==> config.mk <==
export PLATFORM = sky130hd
export DESIGN_NAME = codeword_bit_packer
export DESIGN_NICKNAME = d
export VERILOG_FILES = /design/src/hdl/cbp_pkg.sv /design/src/hdl/codeword_bit_packer.sv /design/src/hdl/cbp_front.sv /design/src/hdl/cbp_queue.sv /design/src/hdl/cbp_back.sv
export SDC_FILE = /design/constraint.sdc
export NUM_CORES = 1
export LEC_CHECK = 0
export ABC_AREA = 1
export BUFFER_PORTS_ARGS = -buffer_cell sky130_fd_sc_hd__buf_2
export CORE_ASPECT_RATIO = 0.9
export CORE_MARGIN = 2
export CORE_UTILIZATION = 50
export DETAILED_ROUTE_END_ITERATION = 8
export PLACE_DENSITY = 0.64
export SYNTH_ARGS = -nofsm -noshare
export SYNTH_HDL_FRONTEND = slang
export SYNTH_SLANG_ARGS = --single-unit
==> constraint.sdc <==
create_clock -name i_clk -period 4.4 [get_ports i_clk]
set_input_delay 0.22 -clock i_clk [delete_from_list [all_inputs] [get_ports i_clk]]
set_output_delay 0.22 -clock i_clk [all_outputs]
set_load 0.02 [all_outputs]
==> src/hdl/cbp_pkg.sv <==
package cbp_pkg;

    // Codeword width range and the number of bits that may be left over.
    localparam int MAX_CODE_WIDTH = 16;
    localparam int MIN_CODE_WIDTH = 9;
    localparam int CFG_W          = 5;
    localparam int PEND_W         = 7;
    localparam int PCNT_W         = 3;

    // Accumulator holds the leftover bits followed by one codeword.
    localparam int ACC_W     = MAX_CODE_WIDTH + PEND_W;
    localparam int MAX_BYTES = (ACC_W + 7) / 8;
    localparam int ALIGN_W   = MAX_BYTES * 8;
    localparam int TOTAL_W   = $clog2(ALIGN_W + 1);
    localparam int NCNT_W    = $clog2(MAX_BYTES + 1);
    localparam int SEL_W     = $clog2(MAX_BYTES);

    // Queue between the front and the back; the depth must be a power of two.
    localparam int QUEUE_DEPTH = 2;
    localparam int QPTR_W      = $clog2(QUEUE_DEPTH);
    localparam int QCNT_W      = $clog2(QUEUE_DEPTH + 1);

    localparam logic [CFG_W-1:0] CODE_WIDTH_RESET = CFG_W'(MIN_CODE_WIDTH);

    // One classified codeword: its bytes in stream order and how many are used.
    typedef struct packed {
        logic [MAX_BYTES-1:0][7:0] bytes;
        logic [NCNT_W-1:0]         n_bytes;
        logic                      last;
    } t_cbp_entry;

    // Queue status seen by the top level.
    typedef struct packed {
        logic full;
        logic empty;
    } t_cbp_qstat;

endpackage

==> src/hdl/codeword_bit_packer.sv <==
// Packs codewords of 9 to 16 bits into a byte stream, most significant bit
// first, with no gaps between codewords.
// Input stream: s_axis_tdata carries the codeword, of which only the low
// code_width bits are used; s_axis_tlast marks the final codeword of a stream.
// Output stream: m_axis_tdata carries one packed byte, earliest bit in bit 7;
// m_axis_tlast marks the final byte. On a final codeword any partial byte is
// flushed with zero padding in its low bits.
// Configuration: a beat on i_cfg_valid writes code_width (5 bits) and is
// always taken; write it only between streams or while the block is idle.
// The first byte of a codeword passes through the queue and then the output
// register before it reaches the output port. Each codeword gives one to three
// bytes, at most two unless it closes a stream, and the back end sends one byte
// per cycle while m_axis_tready is high; a two-entry queue lets the input side
// keep accepting while the back end drains.
// Reset clears the leftover bits, the queue and the output register and sets
// code_width to 9. A stall on m_axis_tready holds the output beat, fills the
// queue and then drops s_axis_tready; no data is lost.
module codeword_bit_packer
    import cbp_pkg::*;
(
    input  logic                      i_clk,
    input  logic                      i_rst_n,
    input  logic                      i_cfg_valid,
    output logic                      o_cfg_ready,
    input  logic [CFG_W-1:0]          i_cfg_data,     // code_width
    input  logic                      s_axis_tvalid,
    output logic                      s_axis_tready,
    input  logic [MAX_CODE_WIDTH-1:0] s_axis_tdata,   // codeword
    input  logic                      s_axis_tlast,
    output logic                      m_axis_tvalid,
    input  logic                      m_axis_tready,
    output logic [7:0]                m_axis_tdata,   // out_byte
    output logic                      m_axis_tlast
);

    logic [CFG_W-1:0]  r_code_width;
    logic              push;
    logic              pop;
    logic              q_valid;
    t_cbp_entry        push_entry;
    t_cbp_entry        head_entry;
    t_cbp_qstat        q_stat;
    logic [PCNT_W-1:0] pend_cnt;

    // Configuration register.
    assign o_cfg_ready = 1'b1;

    always_ff @(posedge i_clk) begin
        if (!i_rst_n) begin
            r_code_width <= CODE_WIDTH_RESET;
        end else if (i_cfg_valid) begin
            r_code_width <= i_cfg_data;
        end
    end

    cbp_front u_front (
        .i_clk        (i_clk),
        .i_rst_n      (i_rst_n),
        .i_code_width (r_code_width),
        .i_valid      (s_axis_tvalid),
        .o_ready      (s_axis_tready),
        .i_codeword   (s_axis_tdata),
        .i_last       (s_axis_tlast),
        .i_q_full     (q_stat.full),
        .o_push       (push),
        .o_entry      (push_entry),
        .o_pend_cnt   (pend_cnt)
    );

    cbp_queue u_queue (
        .i_clk   (i_clk),
        .i_rst_n (i_rst_n),
        .i_push  (push),
        .i_entry (push_entry),
        .i_pop   (pop),
        .o_valid (q_valid),
        .o_entry (head_entry),
        .o_stat  (q_stat)
    );

    cbp_back u_back (
        .i_clk     (i_clk),
        .i_rst_n   (i_rst_n),
        .i_q_valid (q_valid),
        .i_entry   (head_entry),
        .o_pop     (pop),
        .o_tvalid  (m_axis_tvalid),
        .i_tready  (m_axis_tready),
        .o_tdata   (m_axis_tdata),
        .o_tlast   (m_axis_tlast)
    );

    // A closing codeword leaves nothing pending for the next stream.
    a_flush_clears: assert property (@(posedge i_clk) disable iff (!i_rst_n)
        (s_axis_tvalid && s_axis_tready && s_axis_tlast) |=> (pend_cnt == '0))
        else $error("leftover bits survived the end of a stream");

    // The queue is never both full and empty, and is never popped when empty.
    a_queue_sane: assert property (@(posedge i_clk) disable iff (!i_rst_n)
        !(q_stat.full && q_stat.empty) && !(pop && q_stat.empty))
        else $error("queue status inconsistent");

    // Every queued codeword yields at least one and at most MAX_BYTES bytes.
    a_entry_count: assert property (@(posedge i_clk) disable iff (!i_rst_n)
        q_valid |-> (head_entry.n_bytes != '0) &&
                    (head_entry.n_bytes <= NCNT_W'(MAX_BYTES)))
        else $error("queued entry has an impossible byte count");

    // An input beat is refused only while the queue is full.
    a_no_idle_stall: assert property (@(posedge i_clk) disable iff (!i_rst_n)
        (s_axis_tvalid && !s_axis_tready) |-> q_stat.full)
        else $error("input stalled with room in the queue");

endmodule

==> src/hdl/cbp_front.sv <==
module cbp_front
    import cbp_pkg::*;
(
    input  logic                      i_clk,
    input  logic                      i_rst_n,
    input  logic [CFG_W-1:0]          i_code_width,
    input  logic                      i_valid,
    output logic                      o_ready,
    input  logic [MAX_CODE_WIDTH-1:0] i_codeword,
    input  logic                      i_last,
    input  logic                      i_q_full,
    output logic                      o_push,
    output t_cbp_entry                o_entry,
    output logic [PCNT_W-1:0]         o_pend_cnt
);

    logic [PEND_W-1:0]         r_pend_bits;
    logic [PCNT_W-1:0]         r_pend_cnt;
    logic [PEND_W-1:0]         n_pend_bits;
    logic [PCNT_W-1:0]         n_pend_cnt;
    logic [CFG_W-1:0]          width;
    logic [MAX_CODE_WIDTH-1:0] code_mask;
    logic [ACC_W-1:0]          acc;
    logic [TOTAL_W-1:0]        total;
    logic [TOTAL_W-1:0]        shift;
    logic [ALIGN_W-1:0]        aligned;
    logic [PCNT_W-1:0]         rem;
    logic [NCNT_W-1:0]         n_full;
    logic                      accept;

    // Clamp the configured width into the supported range.
    always_comb begin
        if (i_code_width < CFG_W'(MIN_CODE_WIDTH)) begin
            width = CFG_W'(MIN_CODE_WIDTH);
        end else if (i_code_width > CFG_W'(MAX_CODE_WIDTH)) begin
            width = CFG_W'(MAX_CODE_WIDTH);
        end else begin
            width = i_code_width;
        end
    end

    // Append the codeword to the leftover bits and left-align the result.
    always_comb begin
        code_mask = ~({MAX_CODE_WIDTH{1'b1}} << width);
        acc       = (ACC_W'(r_pend_bits) << width) | ACC_W'(i_codeword & code_mask);
        total     = TOTAL_W'(r_pend_cnt) + TOTAL_W'(width);
        shift     = TOTAL_W'(ALIGN_W) - total;
        aligned   = ALIGN_W'(acc) << shift;
        rem       = total[PCNT_W-1:0];
        n_full    = NCNT_W'(total >> 3);
    end

    // Split into bytes; a flush keeps the zero padding below the last bits.
    always_comb begin
        for (int k = 0; k < MAX_BYTES; k++) begin
            o_entry.bytes[k] = aligned[ALIGN_W-1-8*k -: 8];
        end
        o_entry.n_bytes = n_full + NCNT_W'(i_last && (rem != '0));
        o_entry.last    = i_last;
    end

    assign o_ready    = !i_q_full;
    assign accept     = i_valid && !i_q_full;
    assign o_push     = accept;
    assign o_pend_cnt = r_pend_cnt;

    // Leftover bits carry over, and are dropped at the end of a stream.
    always_comb begin
        n_pend_bits = r_pend_bits;
        n_pend_cnt  = r_pend_cnt;
        if (accept) begin
            if (i_last) begin
                n_pend_bits = '0;
                n_pend_cnt  = '0;
            end else begin
                n_pend_bits = acc[PEND_W-1:0] & ~({PEND_W{1'b1}} << rem);
                n_pend_cnt  = rem;
            end
        end
    end

    always_ff @(posedge i_clk) begin
        if (!i_rst_n) begin
            r_pend_bits <= '0;
            r_pend_cnt  <= '0;
        end else begin
            r_pend_bits <= n_pend_bits;
            r_pend_cnt  <= n_pend_cnt;
        end
    end

endmodule

==> src/hdl/cbp_queue.sv <==
module cbp_queue
    import cbp_pkg::*;
(
    input  logic       i_clk,
    input  logic       i_rst_n,
    input  logic       i_push,
    input  t_cbp_entry i_entry,
    input  logic       i_pop,
    output logic       o_valid,
    output t_cbp_entry o_entry,
    output t_cbp_qstat o_stat
);

    t_cbp_entry        r_mem [QUEUE_DEPTH];
    logic [QPTR_W-1:0] r_wr_ptr;
    logic [QPTR_W-1:0] r_rd_ptr;
    logic [QCNT_W-1:0] r_count;
    logic [QPTR_W-1:0] n_wr_ptr;
    logic [QPTR_W-1:0] n_rd_ptr;
    logic [QCNT_W-1:0] n_count;
    logic              do_push;
    logic              do_pop;

    assign o_stat.full  = (r_count == QCNT_W'(QUEUE_DEPTH));
    assign o_stat.empty = (r_count == '0);
    assign o_valid      = !o_stat.empty;
    assign o_entry      = r_mem[r_rd_ptr];

    assign do_push = i_push && !o_stat.full;
    assign do_pop  = i_pop && !o_stat.empty;

    // Pointer and fill count update.
    always_comb begin
        n_wr_ptr = do_push ? r_wr_ptr + 1'b1 : r_wr_ptr;
        n_rd_ptr = do_pop ? r_rd_ptr + 1'b1 : r_rd_ptr;
        n_count  = r_count + QCNT_W'(do_push) - QCNT_W'(do_pop);
    end

    always_ff @(posedge i_clk) begin
        if (!i_rst_n) begin
            r_wr_ptr <= '0;
            r_rd_ptr <= '0;
            r_count  <= '0;
        end else begin
            r_wr_ptr <= n_wr_ptr;
            r_rd_ptr <= n_rd_ptr;
            r_count  <= n_count;
        end
    end

    // Entry storage needs no reset.
    always_ff @(posedge i_clk) begin
        if (do_push) begin
            r_mem[r_wr_ptr] <= i_entry;
        end
    end

endmodule

==> src/hdl/cbp_back.sv <==
module cbp_back
    import cbp_pkg::*;
(
    input  logic       i_clk,
    input  logic       i_rst_n,
    input  logic       i_q_valid,
    input  t_cbp_entry i_entry,
    output logic       o_pop,
    output logic       o_tvalid,
    input  logic       i_tready,
    output logic [7:0] o_tdata,
    output logic       o_tlast
);

    logic             r_tvalid;
    logic [7:0]       r_tdata;
    logic             r_tlast;
    logic [SEL_W-1:0] r_sel;
    logic             n_tvalid;
    logic [SEL_W-1:0] n_sel;
    logic             load;
    logic             final_byte;

    // The output register takes a new beat when empty or being drained.
    assign load       = !r_tvalid || i_tready;
    assign final_byte = (NCNT_W'(r_sel) == i_entry.n_bytes - 1'b1);
    assign o_pop      = load && i_q_valid && final_byte;

    always_comb begin
        n_tvalid = r_tvalid;
        n_sel    = r_sel;
        if (load) begin
            n_tvalid = i_q_valid;
            if (i_q_valid) begin
                n_sel = final_byte ? '0 : r_sel + 1'b1;
            end
        end
    end

    always_ff @(posedge i_clk) begin
        if (!i_rst_n) begin
            r_tvalid <= 1'b0;
            r_sel    <= '0;
        end else begin
            r_tvalid <= n_tvalid;
            r_sel    <= n_sel;
        end
    end

    // Output payload; only the final byte of a closing codeword is marked.
    always_ff @(posedge i_clk) begin
        if (load && i_q_valid) begin
            r_tdata <= i_entry.bytes[r_sel];
            r_tlast <= i_entry.last && final_byte;
        end
    end

    assign o_tvalid = r_tvalid;
    assign o_tdata  = r_tdata;
    assign o_tlast  = r_tlast;

endmodule

==> flow_metrics.env, run 1 <==
export IMPL_cp_buffers_inverters=5
export IMPL_rsz0062_at_grt="false"
export IMPL_diodes=0
export IMPL_period_needed_ns=3.90
export IMPL_wl_per_cell_um=16.5
export IMPL_slew_headroom=0.511
export IMPL_start_kind="flip-flop"
export IMPL_syn_to_final_growth_pct=10.7
export IMPL_numPortBuffers=37
export IMPL_path_clk_slew_ns=0.07
export IMPL_setup_tns_final_ns=0
export IMPL_place_hpwl_mm=9.98
export IMPL_cpPeakStageDelay_ns=0.45
export IMPL_slew_violations=0
export IMPL_setup_viol=0
export IMPL_fin_skew_ns=0.00812
export IMPL_syn_area_per_cell_um2=7.77
export IMPL_cts_resized=0
export IMPL_viasPerCell=5.67
export IMPL_hold_path_class="primary input to flip-flop"
export IMPL_outcome="finished, final reports clean"
export IMPL_clockBufferDepth=2
export IMPL_clock_sinks=86
export IMPL_die_area_um2=11200
export IMPL_start_util=0.511
export IMPL_fmax_ghz=0.256
export IMPL_cts_tree="done"
export IMPL_synth_nets=705
export IMPL_end_kind="flip-flop"
export IMPL_synth_flop_cell="edfxtp_1"
export IMPL_grt_use_total=0.256
export IMPL_grt_max_degree=29
export IMPL_synth_seq_cells=86
export IMPL_drtIter0Drc=354
export IMPL_detail_route_antenna_nets=0
export IMPL_critPathRequiredTime_ns=4.57
export IMPL_grt_pass1_vias=4501
export IMPL_cts_made_buffers=9
export IMPL_synth_warnings=0
export IMPL_holdWs_ns=0.0840
export IMPL_die_h_um=101
export IMPL_grt_overflow_total=0
export IMPL_rows=35
export IMPL_ctsHoldBuffers=0
export IMPL_crit_chain="inv_1 > nand2_1 > nand3_2 > nand2_1 > inv_1 > ha_1 > inv_1 > fa_1 > inv_1 > ha_1 > inv_1 > o21ai_0 > o21ai_0 > o21ai_0 > a21oi_1"
export IMPL_synth_cell_types=43
export IMPL_crit_top_cell="inv_1"
export IMPL_htree_levels=3
export IMPL_drc=0
export IMPL_core_um2=10200
export IMPL_p_leak_nw=2.46
export IMPL_maxCapViolCount=0
export IMPL_nets=727
export IMPL_drive_above_1_share=0.124
export IMPL_num_io_pins=39
export IMPL_syn_area_um2=5190
export IMPL_min_period_over_period=0.887
export IMPL_synth_edff_count=63
export IMPL_crit_arrival_ns=4.08
export IMPL_synthTopCellsByArea="edfxtp_1, nand3_1, nand2_1"
export IMPL_worstMarginPinSlew_ns=0.733
export IMPL_total_power_mw=3.38
export IMPL_most_common_layout_cells="nand2_1, nand3_1, edfxtp_1"
export IMPL_synth_largest_area_cell="edfxtp_1"
export IMPL_cts_root_buffer="clkbuf_16"
export IMPL_crit_family="compound AO/OA/AOI/OAI gates"
export IMPL_synth_async_reset_ratio=0
export IMPL_layout_commonest_cell="nand2_1"
export IMPL_dieWidth_um=111
export IMPL_grt_antenna_before_repair=0
export IMPL_ys_seq_area_frac=0.453
export IMPL_cp_max_fo=20
export IMPL_crit_path_top_delay_cell="fa_1"
export IMPL_hold_violations=0
export IMPL_critPathKind="flip-flop to flip-flop"
export IMPL_synth_cells=668
export IMPL_grt_pass1_wl_mm=22.6
export IMPL_totalWireLength_mm=13.6
export IMPL_vias=4675
export IMPL_vdd_ir_drop_max_mv=0.400
export IMPL_yosysTopAreaCellShare=0.365
export IMPL_place_gp_congestion=0.901
export IMPL_clk_latency_ns=0.34
export IMPL_drt_first_pass_iters=5
export IMPL_cts_setup_buffers=0
export IMPL_power_per_cell_area_nw_per_um2=588
==> worst register-to-register path, cell delays in order, from the launching register on <==
cell     delay, ns
dfxtp_1       0.40
inv_1         0.12
nand2_1       0.11
nand3_2       0.15
nand2_1       0.32
inv_1         0.08
ha_1          0.20
inv_1         0.07
fa_1          0.45
inv_1         0.12
ha_1          0.26
inv_1         0.43
o21ai_0       0.28
o21ai_0       0.39
o21ai_0       0.14
a21oi_1       0.20
==> area by class of cell <==
cell class | count | area, um^2
well taps | 129 | 161
inverters | 55 | 206
repair buffers | 48 | 268
multi-input cells | 490 | 2460
clock inverters | 5 | 35.0
flip-flops and latches | 86 | 2350
fillers | 994 | 4420
clock buffers | 11 | 258
==> final timing paths <==
path,start,endpoint,slack [ns],cells after the start
hold / removal,i_cfg_data[3],r_code_width[3],0.08,3
setup reg to reg,r_code_width[1],u_queue.r_mem[0][16],0.50,15
setup / recovery,r_code_width[1],u_queue.r_mem[0][16],0.50,15
hold reg to reg,u_front.r_pend_bits[6],u_front.r_pend_bits[6],0.48,2
==> layer usage <==
metal,track usage,vias up,wire (um)
li1,-,2337,-
met1,0.348,2195,6240
met2,0.422,127,6310
met3,0.0493,16,834
met4,0.0750,0,180
met5,0,-,0
==> registers in the layout (all words and copies together) (netlist names), named ones only <==
| register | count |
|---|---|
| u_front.r_pend_bits | 7 |
| u_queue.r_wr_ptr | 1 |
| u_back.o_tdata | 8 |
| u_back.o_tlast | 1 |
| u_front.o_pend_cnt | 3 |
| u_back.o_tvalid | 1 |
| u_back.r_sel | 2 |
| u_queue.r_rd_ptr | 1 |
| u_queue.r_count | 2 |
| u_queue.r_mem | 54 |
| r_code_width | 5 |
==> logic make-up (layout without fill, tap and decap cells) <==
| group | Yosys count | after routing | share of synthesized area |
|---|---|---|---|
| xor gates and xnor gates | 5 | 5 | 0.0121 |
| and+or+nand+nor | 360 | 360 | 0.307 |
| DFF | 86 | 86 | 0.453 |
| AOI/OAI and AO/OA | 113 | 113 | 0.126 |
| buffers and inverters | 92 | 119 | 0.0733 |
| muxes | 1 | 1 | 0.00193 |
| adders and majority gates | 10 | 10 | 0.0256 |
| other | 1 | 1 | 0.000723 |
==> metrics by stage <==
stage,worst slack (ns),std cells,cell area (um^2),utilization
after global routing,0.120,824,5740,0.565
final,0.497,824,5740,0.565
after floorplan,0.735,668,5190,-
after global placement,0.786,808,5450,0.536
after CTS,0.541,824,5740,0.565
after detailed placement,0.578,808,5450,0.536
==> Yosys cell counts, drive strengths merged (4+ instances only) <==
cell type / n
nand2: 153
nand3: 131
edfxtp: 63
nor2: 59
o21ai: 56
inv: 53
a21oi: 33
dfxtp: 23
clkbuf: 21
buf: 16
ha: 9
o211ai: 9
o32ai: 8
nand4: 5
xor2: 4
==> report_power, final <==
| part | switching, mW | internal (mW) |
|---|---|---|
| clock | 0.326 | 0.427 |
| sequential | 0.0791 | 1.13 |
| combinational | 0.966 | 0.445 |
| total | 1.37 | 2.00 |
Power figures use the tool's default switching activity.
==> inputs of run 2 (changes only) <==
Settings changed: CTS_BUF_LIST set to sky130_fd_sc_hd__clkbuf_2 sky130_fd_sc_hd__clkbuf_4 sky130_fd_sc_hd__clkbuf_8.
==> flow_metrics.env, run 2 (synthesized netlist as in run 1, its figures left out) <==
export IMPL_outcome="finished, final reports clean"
export IMPL_multi_input_area_um2=2460
export IMPL_drive_above_1_share=0.124
export IMPL_htree_levels=3
export IMPL_fmax_ghz=0.256
export IMPL_diodes=0
export IMPL_layout_commonest_cell="nand2_1"
export IMPL_final_area_um2=5650
export IMPL_power_per_cell_area_nw_per_um2=565
export IMPL_top_register="u_queue.r_mem"
export IMPL_place_hpwl_mm=9.98
export IMPL_die_h_um=101
export IMPL_totalWireLength_mm=13.4
export IMPL_viasPerCell=5.66
export IMPL_grt_pass1_wl_mm=22.3
export IMPL_dieWidth_um=111
export IMPL_nets=727
export IMPL_numPortBuffers=37
export IMPL_crit_arrival_ns=4.10
export IMPL_vdd_ir_drop_max_mv=0.343
export IMPL_rows=35
export IMPL_p_leak_nw=2.41
export IMPL_slew_headroom=0.515
export IMPL_cp_max_fo=20
export IMPL_slew_violations=0
export IMPL_hold_path_class="primary input to flip-flop"
export IMPL_hold_violations=0
export IMPL_detail_route_antenna_nets=0
export IMPL_cts_resized=0
export IMPL_grt_overflow_total=0
export IMPL_fin_ws_ns=0.498
export IMPL_syn_to_final_growth_pct=8.80
export IMPL_ctsHoldBuffers=0
export IMPL_path_clk_slew_ns=0.09
export IMPL_grt_use_total=0.253
export IMPL_num_fill_cells=1004
export IMPL_clock_sinks=86
export IMPL_vias=4662
export IMPL_total_power_mw=3.19
export IMPL_clk_latency_ns=0.37
export IMPL_worstMarginPinSlew_ns=0.727
export IMPL_cts_setup_buffers=0
export IMPL_critPathRequiredTime_ns=4.60
export IMPL_most_common_layout_cells="nand2_1, nand3_1, edfxtp_1"
export IMPL_wl_per_cell_um=16.3
export IMPL_min_period_over_period=0.887
export IMPL_clockBufferDepth=2
export IMPL_start_kind="flip-flop"
export IMPL_period_needed_ns=3.90
export IMPL_cts_root_buffer="clkbuf_8"
export IMPL_num_io_pins=39
export IMPL_largest_reg_flops=54
export IMPL_setup_tns_final_ns=0
export IMPL_setup_viol=0
export IMPL_place_ws_ns=0.578
export IMPL_place_gp_congestion=0.901
export IMPL_grt_antenna_before_repair=0
export IMPL_fin_skew_ns=0.0124
export IMPL_maxCapViolCount=0
export IMPL_cts_made_buffers=9
export IMPL_drc=0
export IMPL_finish_utilization=0.556
export IMPL_drt_first_pass_iters=5
export IMPL_drtIter0Drc=398
export IMPL_rsz0062_at_grt="false"
export IMPL_core_um2=10200
export IMPL_end_kind="flip-flop"
export IMPL_regArea_um2=2350
export IMPL_critPathKind="flip-flop to flip-flop"
export IMPL_placed_cell_area_um2=5450
export IMPL_grt_max_degree=29
export IMPL_grt_pass1_vias=4461
export IMPL_die_area_um2=11200
export IMPL_cts_tree="done"
export IMPL_start_util=0.511
## run 2: worst max-delay path, cell delays in order, from the launching register on
cell	delay, ns
dfxtp_1	0.41
inv_1	0.13
nand2_1	0.11
nand3_2	0.15
nand2_1	0.32
inv_1	0.08
ha_1	0.20
inv_1	0.07
fa_1	0.45
inv_1	0.12
ha_1	0.26
inv_1	0.44
o21ai_0	0.27
o21ai_0	0.38
o21ai_0	0.14
a21oi_1	0.20
## run 2: per-stage QoR
stage | hold WS (ns) | std cells
after detailed placement | 0.443 | 808
after global placement | 0.429 | 808
after CTS | 0.0377 | 824
after floorplan | 0.304 | 668
final | 0.0563 | 824
after global routing | 0.0723 | 824
## run 2: area by class of cell
cell class | instances | area share
Multi-Input combinational cell | 490 | 0.436
Sequential cell | 86 | 0.417
Timing Repair Buffer | 48 | 0.0474
Inverter | 55 | 0.0366
Tap cell | 129 | 0.0286
Clock buffer | 10 | 0.0233
Clock inverter | 6 | 0.0115
## run 2: path summary, 6_finish.rpt
path | startpoint | endpoint | slack, ns | cells after the start
worst min register to register | u_front.r_pend_bits[6] | u_front.r_pend_bits[6] | 0.48 | 2
worst max-delay path | r_code_width[1] | u_queue.r_mem[0][16] | 0.50 | 15
worst min-delay path | i_cfg_data[3] | r_code_width[3] | 0.06 | 3
worst max register to register | r_code_width[1] | u_queue.r_mem[0][16] | 0.50 | 15
## run 2: power breakdown
part | total (mW) | internal [mW] | switching (mW)
clock network | 0.573 | 0.273 | 0.300
registers | 1.21 | 1.13 | 0.0782
logic | 1.41 | 0.445 | 0.963
total | 3.19 | 1.85 | 1.34
## run 2: per-layer routing
layer | wire length, um | share of wire | GRT usage | vias up
li1 | - | - | - | 2335
met1 | 6260 | 0.47 | 0.346 | 2179
met2 | 6100 | 0.46 | 0.414 | 130
met3 | 815 | 0.061 | 0.0523 | 18
met4 | 222 | 0.017 | 0.0703 | 0
met5 | 0 | 0 | 0 | -
==> inputs of run 3 (changes only) <==
Settings changed: PLACE_DENSITY 0.64 to 0.67, SYNTH_HIERARCHICAL set to 1.
Clock period 4.4 ns to 3.3 ns, I/O delays scaled along.
==> flow_metrics.env, run 3 <==
export IMPL_outcome="finished, final reports clean"
export IMPL_place_gp_congestion=0.956
export IMPL_grt_use_total=0.254
export IMPL_start_kind="flip-flop"
export IMPL_total_power_mw=4.75
export IMPL_core_um2=10900
export IMPL_dieWidth_um=116
export IMPL_ys_seq_area_frac=0.419
export IMPL_hold_violations=0
export IMPL_grt_pass1_wl_mm=23.6
export IMPL_p_leak_nw=2.77
export IMPL_drt_first_pass_iters=7
export IMPL_top_register="u_queue/r_mem"
export IMPL_grt_max_degree=28
export IMPL_synth_warnings=6
export IMPL_maxCapViolCount=0
export IMPL_synth_flop_cell="edfxtp_1"
export IMPL_syn_area_per_cell_um2=8.25
export IMPL_fin_cells=883
export IMPL_cts_tree="done"
export IMPL_rows=36
export IMPL_nets=763
export IMPL_clk_latency_ns=0.39
export IMPL_placed_cells=859
export IMPL_synth_edff_count=63
export IMPL_vdd_ir_drop_max_mv=0.382
export IMPL_slew_violations=0
export IMPL_period_needed_ns=3.17
export IMPL_syn_to_final_growth_pct=12.8
export IMPL_die_area_um2=12100
export IMPL_drive_above_1_share=0.234
export IMPL_detail_route_antenna_nets=0
export IMPL_die_h_um=105
export IMPL_critPathRequiredTime_ns=3.42
export IMPL_grt_overflow_total=0
export IMPL_place_ws_ns=-0.0364
export IMPL_start_util=0.515
export IMPL_ff2ff_path_depth=18
export IMPL_synth_cells=680
export IMPL_end_kind="flip-flop"
export IMPL_cp_max_fo=8
export IMPL_slew_headroom=0.582
export IMPL_crit_arrival_ns=3.29
export IMPL_num_io_pins=39
export IMPL_hold_path_class="primary input to flip-flop"
export IMPL_min_period_over_period=0.961
export IMPL_power_per_cell_area_nw_per_um2=751
export IMPL_synth_cell_types=49
export IMPL_synth_async_reset_ratio=0
export IMPL_critPathKind="flip-flop to flip-flop"
export IMPL_fmax_ghz=0.315
export IMPL_clock_sinks=86
export IMPL_syn_area_um2=5610
export IMPL_worstMarginPinSlew_ns=0.618
export IMPL_drtIter0Drc=443
export IMPL_path_clk_slew_ns=0.11
export IMPL_place_hpwl_mm=10.9
export IMPL_largest_reg_flops=54
export IMPL_numPortBuffers=37
export IMPL_rsz0062_at_grt="true"
export IMPL_worstHoldPathCells=5
export IMPL_fin_skew_ns=0.0145
export IMPL_diodes=0
export IMPL_grt_pass1_vias=4635
export IMPL_synth_largest_area_cell="edfxtp_1"
export IMPL_holdWs_ns=0.0699
export IMPL_layout_commonest_cell="nand2_1"
export IMPL_drc=0
export IMPL_fin_ws_ns=0.128
export IMPL_most_common_layout_cells="nand2_1, nand3_1, edfxtp_1"
export IMPL_synth_nets=717
export IMPL_synth_seq_cells=86
export IMPL_yosysTopAreaCellShare=0.337
export IMPL_grt_antenna_before_repair=0
export IMPL_post_synth_top_count_cell="nand2_1"
export IMPL_synth_common_cells="nand2_1, nand3_1, edfxtp_1"
export IMPL_synthTopCellsByArea="edfxtp_1, nand2_1, nand3_1"
export IMPL_cts_made_buffers=9
export IMPL_setup_viol=0
export IMPL_htree_levels=3
export IMPL_cts_root_buffer="clkbuf_8"
export IMPL_vias=4858
export IMPL_wl_per_cell_um=16.3
export IMPL_clockBufferDepth=2
export IMPL_viasPerCell=5.50
export IMPL_totalWireLength_mm=14.4
[run 3: cell count changes after synthesis, moves of 5 or more]
cell      change
o21ai_0      -10
a21oi_1      -10
o211ai_1      -5
nand2_4       +5
mux2_2        +7
buf_6         +5
nand2_2       +6
clkbuf_1     -12
nor2_1       -18
o32ai_1       -8
mux2_4       +20
nand2_1      +23
[run 3: metal layers]
layer | routed length [um] | global-route usage | vias up
met1 | 6600 | 0.361 | 2280
met5 | 0 | 0 | -
met3 | 1070 | 0.0641 | 20
met4 | 252 | 0.0706 | 0
met2 | 6490 | 0.384 | 154
li1 | - | - | 2404
[run 3: per-stage QoR]
step / cell area, um^2 / TNS [ns] / utilization
floorplan: 5620 / 0 / -
global placement: 5940 / 0 / 0.545
detailed placement: 5940 / -0.0728 / 0.545
CTS: 6170 / -0.0440 / 0.566
global route: 6330 / -0.0505 / 0.581
finish: 6330 / 0 / 0.581
[run 3: repair_timing]
item                                    4_1_cts  5_1_grt
endpoints found under the setup margin        7       42
gates cloned                                  0        3
resized for setup                             3       33
endpoints found under the hold margin         4        0
pin swaps                                     0        3
hold buffers                                  3        0
buffers inserted                              0        2
[run 3: critical path, stage by stage (launching register included)]
cell and delay (ns):
dfxtp_2 0.34, inv_1 0.08, nand2_1 0.09, nand3_2 0.09, nand2_2 0.07, inv_2 0.08, ha_2 0.17, inv_1 0.05
fa_2 0.57, inv_2 0.07, ha_4 0.29, clkinvlp_4 0.21, buf_12 0.20, nand3_1 0.09, nand3_1 0.10, nand2_2 0.10
a21oi_1 0.06, o21ai_1 0.13, nand2_1 0.12
[run 3: power breakdown]
| part | internal (mW) | leakage [nW] | switching [mW] |
|---|---|---|---|
| clock | 0.298 | 0.101 | 0.445 |
| sequential | 1.57 | 0.788 | 0.118 |
| combinational | 0.873 | 1.88 | 1.44 |
| total | 2.75 | 2.77 | 2.01 |
[run 3: final timing paths]
kind                                               to             startpoint  slack [ns]
worst max-delay path              u_queue/r_mem[0][5]        r_code_width[2]        0.13
worst max register to register    u_queue/r_mem[0][5]        r_code_width[2]        0.13
worst min register to register  u_front/o_pend_cnt[2]  u_front/o_pend_cnt[2]        0.48
worst min-delay path                  r_code_width[2]          i_cfg_data[2]        0.07
[run 3: area by class of cell]
cell class | count | area, um^2
inverters | 59 | 228
clock buffers | 9 | 124
multi-input cells | 502 | 2880
clock inverters | 7 | 73.8
flip-flops and latches | 86 | 2350
repair inverters | 1 | 5.00
well taps | 152 | 190
repair buffers | 67 | 477
fillers | 1008 | 4570
[run 3: cell families after synthesis]
kind of cell,count (synthesis),synth area share
compound gates,78,0.0774
xor+xnor,4,0.0143
simple gates,381,0.314
fa+ha+maj,10,0.0236
other cells,1,0.000668
flops,86,0.419
mux,28,0.0693
buf+inv,92,0.0814
